File: src/rtl/shcl_pkg.sv
// Package for the shell command lexer: result and queue entry types,
// character codes and output field codes. No dependencies.
package shcl_pkg;

  localparam logic [7:0] CH_NUL    = 8'h00;
  localparam logic [7:0] CH_SPACE  = 8'h20;
  localparam logic [7:0] CH_DQUOTE = 8'h22;
  localparam logic [7:0] CH_SQUOTE = 8'h27;
  localparam logic [7:0] CH_AMP    = 8'h26;
  localparam logic [7:0] CH_SEMI   = 8'h3B;
  localparam logic [7:0] CH_LT     = 8'h3C;
  localparam logic [7:0] CH_GT     = 8'h3E;
  localparam logic [7:0] CH_PIPE   = 8'h7C;

  localparam logic [1:0] KIND_BYTE     = 2'd0;
  localparam logic [1:0] KIND_TOK_END  = 2'd1;
  localparam logic [1:0] KIND_LINE_END = 2'd2;

  localparam logic [1:0] CLASS_WORD   = 2'd0;
  localparam logic [1:0] CLASS_QUOTED = 2'd1;
  localparam logic [1:0] CLASS_OPER   = 2'd2;

  localparam logic [1:0] STATUS_OK        = 2'd0;
  localparam logic [1:0] STATUS_TOO_MANY  = 2'd1;
  localparam logic [1:0] STATUS_TRUNCATED = 2'd2;

  localparam int QUEUE_DEPTH = 4;
  localparam int QUEUE_AW    = 2;

  typedef struct packed {
    logic [1:0] kind;
    logic [7:0] byte_out;
    logic [1:0] token_class;
    logic [1:0] line_status;
    logic       last;
  } shcl_res_t;

  typedef struct packed {
    logic      two;
    shcl_res_t r0;
    shcl_res_t r1;
  } shcl_entry_t;

endpackage

File: src/rtl/shcl_front.sv
// Front end of the shell command lexer: accepts characters, keeps the lexer
// state and writes the results of each character, if any, to the queue.
// Depends on shcl_pkg.
module shcl_front import shcl_pkg::*; #(
  parameter int MAX_TOKENS      = 128,
  parameter int MAX_TOKEN_BYTES = 255
) (
  input  logic        clk,
  input  logic        rst_n,
  input  logic        in_tvalid,
  output logic        in_tready,
  input  logic [7:0]  char_in,
  input  logic        q_full,
  output logic        q_wr,
  output shcl_entry_t q_data
);

  typedef enum logic [1:0] {
    MODE_IDLE,
    MODE_WORD,
    MODE_QUOTE,
    MODE_OPER
  } mode_t;

  localparam logic [7:0] MaxTok   = 8'(MAX_TOKENS);
  localparam logic [7:0] MaxBytes = 8'(MAX_TOKEN_BYTES);

  mode_t      mode_r, mode_nxt;
  logic       qd_r, qd_nxt;
  logic [7:0] op_r, op_nxt;
  logic [7:0] ts_r, ts_nxt;
  logic [7:0] tl_r, tl_nxt;
  logic [1:0] ef_r, ef_nxt;

  shcl_res_t  res [2];
  logic [1:0] cnt;
  logic       accept;

  assign in_tready = !q_full;
  assign accept    = in_tvalid && in_tready;

  always_comb begin
    logic       p1_push;
    logic       p1_end;
    logic [1:0] cls;
    logic       le;
    logic       go_idle;
    logic       is_op;
    logic [7:0] qch;
    logic [1:0] st;

    mode_nxt = mode_r;
    qd_nxt   = qd_r;
    op_nxt   = op_r;
    ts_nxt   = ts_r;
    tl_nxt   = tl_r;
    ef_nxt   = ef_r;
    cnt      = 2'd0;
    res[0]   = '0;
    res[1]   = '0;
    p1_push  = 1'b0;
    p1_end   = 1'b0;
    cls      = CLASS_WORD;
    le       = 1'b0;
    go_idle  = 1'b0;
    st       = STATUS_OK;
    is_op    = char_in inside {CH_GT, CH_LT, CH_PIPE, CH_SEMI, CH_AMP};
    qch      = qd_r ? CH_DQUOTE : CH_SQUOTE;

    case (mode_r)
      MODE_WORD: begin
        cls = CLASS_WORD;
        if (char_in == CH_NUL) begin
          p1_end = 1'b1;
          le     = 1'b1;
        end else if (char_in == CH_SPACE) begin
          p1_end = 1'b1;
        end else if (is_op) begin
          p1_end  = 1'b1;
          go_idle = 1'b1;
        end else begin
          p1_push = 1'b1;
        end
      end
      MODE_QUOTE: begin
        cls = CLASS_QUOTED;
        if (char_in == qch) begin
          p1_end = 1'b1;
        end else if (char_in == CH_NUL) begin
          p1_end = 1'b1;
          le     = 1'b1;
        end else begin
          p1_push = 1'b1;
        end
      end
      MODE_OPER: begin
        cls    = CLASS_OPER;
        p1_end = 1'b1;
        if (char_in == op_r && (char_in inside {CH_PIPE, CH_AMP, CH_GT})) begin
          p1_push = 1'b1;
        end else begin
          go_idle = 1'b1;
        end
      end
      default: begin
        go_idle = 1'b1;
      end
    endcase

    if (p1_push && !ef_nxt[0]) begin
      if (tl_nxt >= MaxBytes) begin
        ef_nxt[1] = 1'b1;
      end else begin
        tl_nxt = tl_nxt + 8'd1;
        res[cnt[0]] = '{kind: KIND_BYTE, byte_out: char_in, token_class: CLASS_WORD,
                        line_status: STATUS_OK, last: 1'b0};
        cnt = cnt + 2'd1;
      end
    end

    if (p1_end) begin
      mode_nxt = MODE_IDLE;
      if (!ef_nxt[0]) begin
        res[cnt[0]] = '{kind: KIND_TOK_END, byte_out: 8'd0, token_class: cls,
                        line_status: STATUS_OK, last: 1'b0};
        cnt = cnt + 2'd1;
      end
    end

    if (go_idle) begin
      if (char_in == CH_NUL) begin
        le = 1'b1;
      end else if (char_in != CH_SPACE) begin
        tl_nxt = 8'd0;
        if (!ef_nxt[0]) begin
          if (ts_nxt >= MaxTok) begin
            ef_nxt[0] = 1'b1;
          end else begin
            ts_nxt = ts_nxt + 8'd1;
          end
        end
        if (char_in == CH_DQUOTE || char_in == CH_SQUOTE) begin
          mode_nxt = MODE_QUOTE;
          qd_nxt   = (char_in == CH_DQUOTE);
        end else begin
          if (is_op) begin
            mode_nxt = MODE_OPER;
            op_nxt   = char_in;
          end else begin
            mode_nxt = MODE_WORD;
          end
          if (!ef_nxt[0]) begin
            if (tl_nxt >= MaxBytes) begin
              ef_nxt[1] = 1'b1;
            end else begin
              tl_nxt = tl_nxt + 8'd1;
              res[cnt[0]] = '{kind: KIND_BYTE, byte_out: char_in,
                              token_class: CLASS_WORD, line_status: STATUS_OK,
                              last: 1'b0};
              cnt = cnt + 2'd1;
            end
          end
        end
      end
    end

    if (le) begin
      if (ef_nxt[0]) begin
        st = STATUS_TOO_MANY;
      end else if (ef_nxt[1]) begin
        st = STATUS_TRUNCATED;
      end else begin
        st = STATUS_OK;
      end
      res[cnt[0]] = '{kind: KIND_LINE_END, byte_out: 8'd0, token_class: CLASS_WORD,
                      line_status: st, last: 1'b0};
      cnt      = cnt + 2'd1;
      mode_nxt = MODE_IDLE;
      qd_nxt   = 1'b0;
      op_nxt   = 8'd0;
      ts_nxt   = 8'd0;
      tl_nxt   = 8'd0;
      ef_nxt   = 2'd0;
    end

    if (cnt != 2'd0) begin
      res[1'(cnt - 2'd1)].last = 1'b1;
    end
  end

  assign q_wr        = accept && (cnt != 2'd0);
  assign q_data.two  = (cnt == 2'd2);
  assign q_data.r0   = res[0];
  assign q_data.r1   = res[1];

  always_ff @(posedge clk) begin
    if (!rst_n) begin
      mode_r <= MODE_IDLE;
      qd_r   <= 1'b0;
      op_r   <= 8'd0;
      ts_r   <= 8'd0;
      tl_r   <= 8'd0;
      ef_r   <= 2'd0;
    end else if (accept) begin
      mode_r <= mode_nxt;
      qd_r   <= qd_nxt;
      op_r   <= op_nxt;
      ts_r   <= ts_nxt;
      tl_r   <= tl_nxt;
      ef_r   <= ef_nxt;
    end
  end

endmodule

File: src/rtl/shcl_queue.sv
// Short queue between the lexer front end and the output back end.
// Each entry holds the one or two results of one character. Depends on shcl_pkg.
module shcl_queue import shcl_pkg::*; (
  input  logic        clk,
  input  logic        rst_n,
  input  logic        wr,
  input  shcl_entry_t wr_data,
  output logic        full,
  input  logic        rd,
  output logic        empty,
  output shcl_entry_t rd_data
);

  shcl_entry_t               mem [QUEUE_DEPTH];
  logic [QUEUE_AW-1:0]       wr_ptr_r;
  logic [QUEUE_AW-1:0]       rd_ptr_r;
  logic [QUEUE_AW:0]         count_r;

  assign full    = (count_r == (QUEUE_AW+1)'(QUEUE_DEPTH));
  assign empty   = (count_r == '0);
  assign rd_data = mem[rd_ptr_r];

  always_ff @(posedge clk) begin
    if (wr) begin
      mem[wr_ptr_r] <= wr_data;
    end
  end

  always_ff @(posedge clk) begin
    if (!rst_n) begin
      wr_ptr_r <= '0;
      rd_ptr_r <= '0;
      count_r  <= '0;
    end else begin
      if (wr) begin
        wr_ptr_r <= wr_ptr_r + 1'b1;
      end
      if (rd) begin
        rd_ptr_r <= rd_ptr_r + 1'b1;
      end
      if (wr && !rd) begin
        count_r <= count_r + 1'b1;
      end else if (rd && !wr) begin
        count_r <= count_r - 1'b1;
      end
    end
  end

endmodule

File: src/rtl/shcl_back.sv
// Back end of the shell command lexer: takes queue entries and sends their
// results one at a time through the output register. Depends on shcl_pkg.
module shcl_back import shcl_pkg::*; (
  input  logic        clk,
  input  logic        rst_n,
  input  logic        q_empty,
  input  shcl_entry_t q_data,
  output logic        q_rd,
  output logic        out_tvalid,
  input  logic        out_tready,
  output shcl_res_t   out_res
);

  logic      valid_r;
  logic      second_r;
  shcl_res_t res_r;
  logic      load;

  assign load       = (!valid_r || out_tready) && !q_empty;
  assign q_rd       = load && (second_r || !q_data.two);
  assign out_tvalid = valid_r;
  assign out_res    = res_r;

  always_ff @(posedge clk) begin
    if (!rst_n) begin
      valid_r  <= 1'b0;
      second_r <= 1'b0;
    end else begin
      if (load) begin
        valid_r  <= 1'b1;
        second_r <= q_data.two && !second_r;
      end else if (out_tready) begin
        valid_r <= 1'b0;
      end
    end
  end

  always_ff @(posedge clk) begin
    if (load) begin
      res_r <= second_r ? q_data.r1 : q_data.r0;
    end
  end

endmodule

File: src/rtl/shell_command_lexer_core.sv
// Shell command line lexer. One character enters per cycle on the input stream
// while the queue has room; a zero byte ends the line. Each character yields
// zero, one or two results (token bytes, token ends with a class, a line end
// with a status), which pass through the queue and the output register. The
// output register sends one result per cycle while out_tready is high, so a
// character with two results is sent as two transfers; a four-entry queue
// ahead of the output absorbs these, and the input stalls only when it is full.
// Depends on shcl_pkg, shcl_front, shcl_queue and shcl_back.
module shell_command_lexer_core import shcl_pkg::*; #(
  parameter int MAX_TOKENS      = 128,
  parameter int MAX_TOKEN_BYTES = 255
) (
  input  logic        clk,
  input  logic        rst_n,
  input  logic        in_tvalid,
  output logic        in_tready,
  input  logic [7:0]  in_tdata,   // [7:0] char_in
  output logic        out_tvalid,
  input  logic        out_tready,
  output logic [15:0] out_tdata,  // [7:0] byte_out, [9:8] token_class,
                                  // [11:10] line_status, [15:12] zero
  output logic [1:0]  out_tuser,  // [1:0] kind
  output logic        out_tlast
);

  logic        q_wr;
  logic        q_rd;
  logic        q_full;
  logic        q_empty;
  shcl_entry_t q_wr_data;
  shcl_entry_t q_rd_data;
  shcl_res_t   res;

  shcl_front #(
    .MAX_TOKENS      (MAX_TOKENS),
    .MAX_TOKEN_BYTES (MAX_TOKEN_BYTES)
  ) u_front (
    .clk       (clk),
    .rst_n     (rst_n),
    .in_tvalid (in_tvalid),
    .in_tready (in_tready),
    .char_in   (in_tdata),
    .q_full    (q_full),
    .q_wr      (q_wr),
    .q_data    (q_wr_data)
  );

  shcl_queue u_queue (
    .clk     (clk),
    .rst_n   (rst_n),
    .wr      (q_wr),
    .wr_data (q_wr_data),
    .full    (q_full),
    .rd      (q_rd),
    .empty   (q_empty),
    .rd_data (q_rd_data)
  );

  shcl_back u_back (
    .clk        (clk),
    .rst_n      (rst_n),
    .q_empty    (q_empty),
    .q_data     (q_rd_data),
    .q_rd       (q_rd),
    .out_tvalid (out_tvalid),
    .out_tready (out_tready),
    .out_res    (res)
  );

  assign out_tdata = {4'd0, res.line_status, res.token_class, res.byte_out};
  assign out_tuser = res.kind;
  assign out_tlast = res.last;

endmodule
File: config.mk
export PLATFORM = sky130hd
export DESIGN_NAME = shell_command_lexer_core
export DESIGN_NICKNAME = d
export VERILOG_FILES = /design/src/rtl/shcl_pkg.sv /design/src/rtl/shcl_front.sv /design/src/rtl/shcl_queue.sv /design/src/rtl/shcl_back.sv /design/src/rtl/shell_command_lexer_core.sv
export SDC_FILE = /design/constraint.sdc
export NUM_CORES = 1
export LEC_CHECK = 0
export BUFFER_PORTS_ARGS = -buffer_cell sky130_fd_sc_hd__buf_2
export CAP_MARGIN = 15
export CORE_ASPECT_RATIO = 0.75
export CORE_UTILIZATION = 37
export DETAILED_ROUTE_END_ITERATION = 10
export PLACE_DENSITY_LB_ADDON = 0.25
export SKIP_LAST_GASP = 1
export SLEW_MARGIN = 30
export SYNTH_ARGS = -nofsm -noshare
export SYNTH_HDL_FRONTEND = slang
export SYNTH_SLANG_ARGS = --single-unit
File: constraint.sdc
create_clock -name clk -period 13.1 [get_ports clk]
set_clock_uncertainty 0.2 [all_clocks]
set_input_delay 1.965 -clock clk [delete_from_list [all_inputs] [get_ports clk]]
set_output_delay 1.965 -clock clk [all_outputs]
set_load 0.01 [all_outputs]
==> impl_results.md <==
- Max Slew Vio Count: 0
- DRT antenna net count: 0
- GRT Util Overall: 0.158
- First-pass GRT wire length: 25600 um
- Vias in the first global route: 4566
- F_max: 0.152 GHz
- Top FF cell, synth: edfxtp_1
- Crit end category: flip-flop
- Tot Pwr: between 1.5 and 2 mW
- Post-synthesis adder-cell area fraction: 0.0298
- Final Wtd Congestion: 0.842
- # DRC: 0
- Die footprint: 21700 sq um
- Placed cell areas: about 8200 sq um
- Peak supply drop: 0.0737 mV
- Crit path time final: between 6000 and 7000 ps
- RSZ-0062 raised after global routing: false
- Cell Pwr Density: 189 nW/um^2
- R2r endpoint: u_queue.count_r[2]$_SDFFE_PN0P_
- Initial detailed-routing violation count: between 300 and 400
- Largest net degree at the start of global routing: 33
- Commonest non-fill, non-tap cells in the layout: edfxtp_1 (135), nand2_1 (67), dfxtp_1 (38)
- Die Y-Extent: ~130 um
- FF+latch area: 4860 sq um
- Root buffer cell: clkbuf_16
- Yosys reg bits: ~180
- Count of input and output buffers: 28
- WP buf/inv: 2
- Cts bufs inserted: 17
- Post-CTS Setup Inserts: 0
- Reg2reg path depth: 16
- Synth Area in Simple Gates: 0.127
- Most frequent cell on the critical path: ha_1
- Post-CTS Resized: 0
- CP required: 13250 ps
- H-tree levels: 4
- Hold path start: u_front.op_r[5]$_SDFFE_PN0P_
- Synthesis-to-layout area growth: 13.5%
- Crit path kind: input pin to flip-flop
- Compound-Gate Fraction of Synth Area: 0.0728
- Initial antenna violation count: 0
- Worst hold endpoint: u_front.op_r[5]$_SDFFE_PN0P_
- Top delay family on crit path: adder cells
- Slowest CP cell: nor4_4
- Final setup violation count: 0
- Hpwl dp: 10500 um
- Die width: 170 um
- Area of the multi-input gates: 2760 sq um
- Maxcap violations: 0
- Post-synthesis sequential area ratio: 0.621
- Setup TNS: 0 ps
- Outcome: finished, final reports clean
- Fillcell total: around 1900
- Via density: about 5.2
- CTS tree: built
- Clk sink count: 175
- Cell depth of the worst setup path: 17
- Synth Warn #: 0
- Core area: 20500 sq um
- Worst-skew pair later-pin latency: between 400 and 500 ps
- CP arrival: 6740 ps
- Synth Instances: 573
- Global route overflow: 0
- Crit Path Max Fanout: 7
- Number of antenna diodes: 0
- I/O Pins: 33
- DRT Pass-1 Iters: 6
- Leakage: 3.12 nW
- EDFF count, synth: 135
- Commonest non-fill, non-tap cell in the layout: edfxtp_1
- Largest family of logic cells by synthesized area: simple AND/OR/NAND/NOR gates
- CP cell instances: buf_2 > nor4_4 > and3_1 > and3b_1 > o31a_1 > o21ai_1 > ha_1 > o32ai_2 > xnor2_1 > ha_1 > o31a_1 > ha_1 > inv_1 > fa_1 > xor2_1 > or3_1 > a21boi_0
- Final Hold Vio Count: 0
- Hold Crit Class: flip-flop to flip-flop
- Xor/xnor share of the synthesized area: 0.0224
- Worst-margin pin slew: 876 ps
- Share of layout cells above drive strength 1: 0.180
- Post-synthesis cell area: 7820 sq um
- Hold Path Cell Cnt: 2
- Rel. slew slack: 0.410
- Clock buffer depth: 2
- Reg2Reg Setup Slack: 7920 ps
- Mean Syn Cell Area: 13.6 sq um
- Synth cell types: 67
- Initial core utilization: 0.381
- Finished Cell Area: 8870 sq um
- Rows: 45
- Multiplexer share of the synthesized area: 0.0980
- Startpoint Class: input pin
- Crit share post-route: 0.503
- Reg clk slew, reported paths: ~70 ps
- Worst r2r src: u_front.mode_r[1]$_SDFFE_PN0P_
- Nets@finish: 627
- Drt wl/cell: 18.0 um
- Final WL: 16100 um
- Ys async rst share: 0
- # hold bufs at CTS: 0
- Vias: between 4000 and 5000
- Critical Path Max Stage Delay: 470 ps
[cell usage after synthesis, drive strengths merged (17+ instances only)]
master / number / share of area
ha: 17 / 0.027
dfxtp: 40 / 0.10
nor2: 24 / 0.012
nor3: 21 / 0.015
and2: 21 / 0.017
inv: 20 / 0.0096
xnor2: 18 / 0.020
mux4: 30 / 0.086
nand2: 67 / 0.032
edfxtp: 135 / 0.52
clkbuf: 19 / 0.0093
[worst min-delay path: stages, from the launching register on]
cell,delay [ps]
dfxtp_1,320
inv_1,50
a21oi_1,50
[cell type report]
cell class / instances / area share
flip-flops and latches: 175 / 0.547
multi-input cells: 348 / 0.311
clock buffers: 17 / 0.0479
clock inverters: 15 / 0.0243
repair buffers: 33 / 0.0200
inverters: 22 / 0.00931
well taps: 282 / 0.0398
[kinds of logic (layout without fill, tap and decap cells)]
family,count (synthesis),in the layout
DFF,175,175
AOI/OAI and AO/OA,74,74
muxes,39,39
xor gates and xnor gates,20,20
and+or+nand+nor,193,193
adders and majority gates,18,18
other,1,4
buffers and inverters,53,87
[worst max path at each step]
stage	from	to
2_1_floorplan	in_tdata[4]	u_queue.count_r[2]$_SDFFE_PN0P_
3_3_place_gp	in_tdata[7]	u_queue.count_r[2]$_SDFFE_PN0P_
3_5_place_dp	in_tdata[7]	u_queue.count_r[2]$_SDFFE_PN0P_
4_1_cts	in_tdata[7]	u_queue.count_r[2]$_SDFFE_PN0P_
5_1_grt	in_tdata[7]	u_queue.count_r[2]$_SDFFE_PN0P_
6_report	in_tdata[3]	u_queue.count_r[2]$_SDFFE_PN0P_
[power breakdown]
| group | switching, mW | internal [mW] |
|---|---|---|
| logic | 0.229 | 0.167 |
| clock network | 0.237 | 0.295 |
| registers | 0.0392 | 0.707 |
| total | 0.504 | 1.17 |
[routing by layer]
| layer | GRT usage | wire, um | vias to the layer above |
|---|---|---|---|
| li1 | - | - | 2198 |
| met1 | 0.229 | 8260 | 2333 |
| met2 | 0.234 | 6920 | 132 |
| met3 | 0.0352 | 738 | 14 |
| met4 | 0.0556 | 185 | 0 |
| met5 | 0 | 0 | - |
[flip-flops by register name, summed over array words and instances (netlist names), 2 cells and up, named ones only]
signal            count
u_back.out_res       15
u_front.mode_r        2
u_front.ef_r          2
u_front.op_r          8
u_queue.rd_ptr_r      2
u_front.ts_r          8
u_front.tl_r          8
u_queue.mem         120
u_queue.wr_ptr_r      2
u_queue.count_r       3
[metrics by stage]
step | cells | utilization | hold WS, ps | setup slack [ps]
global route | 892 | 0.433 | 323 | 6080
global placement | 860 | 0.401 | 250 | 6280
finish | 892 | 0.433 | 268 | 6510
CTS | 892 | 0.433 | 269 | 6530
detailed placement | 860 | 0.402 | 258 | 6080
floorplan | 576 | - | 237 | 6780
(Power assumes the default switching activity.)
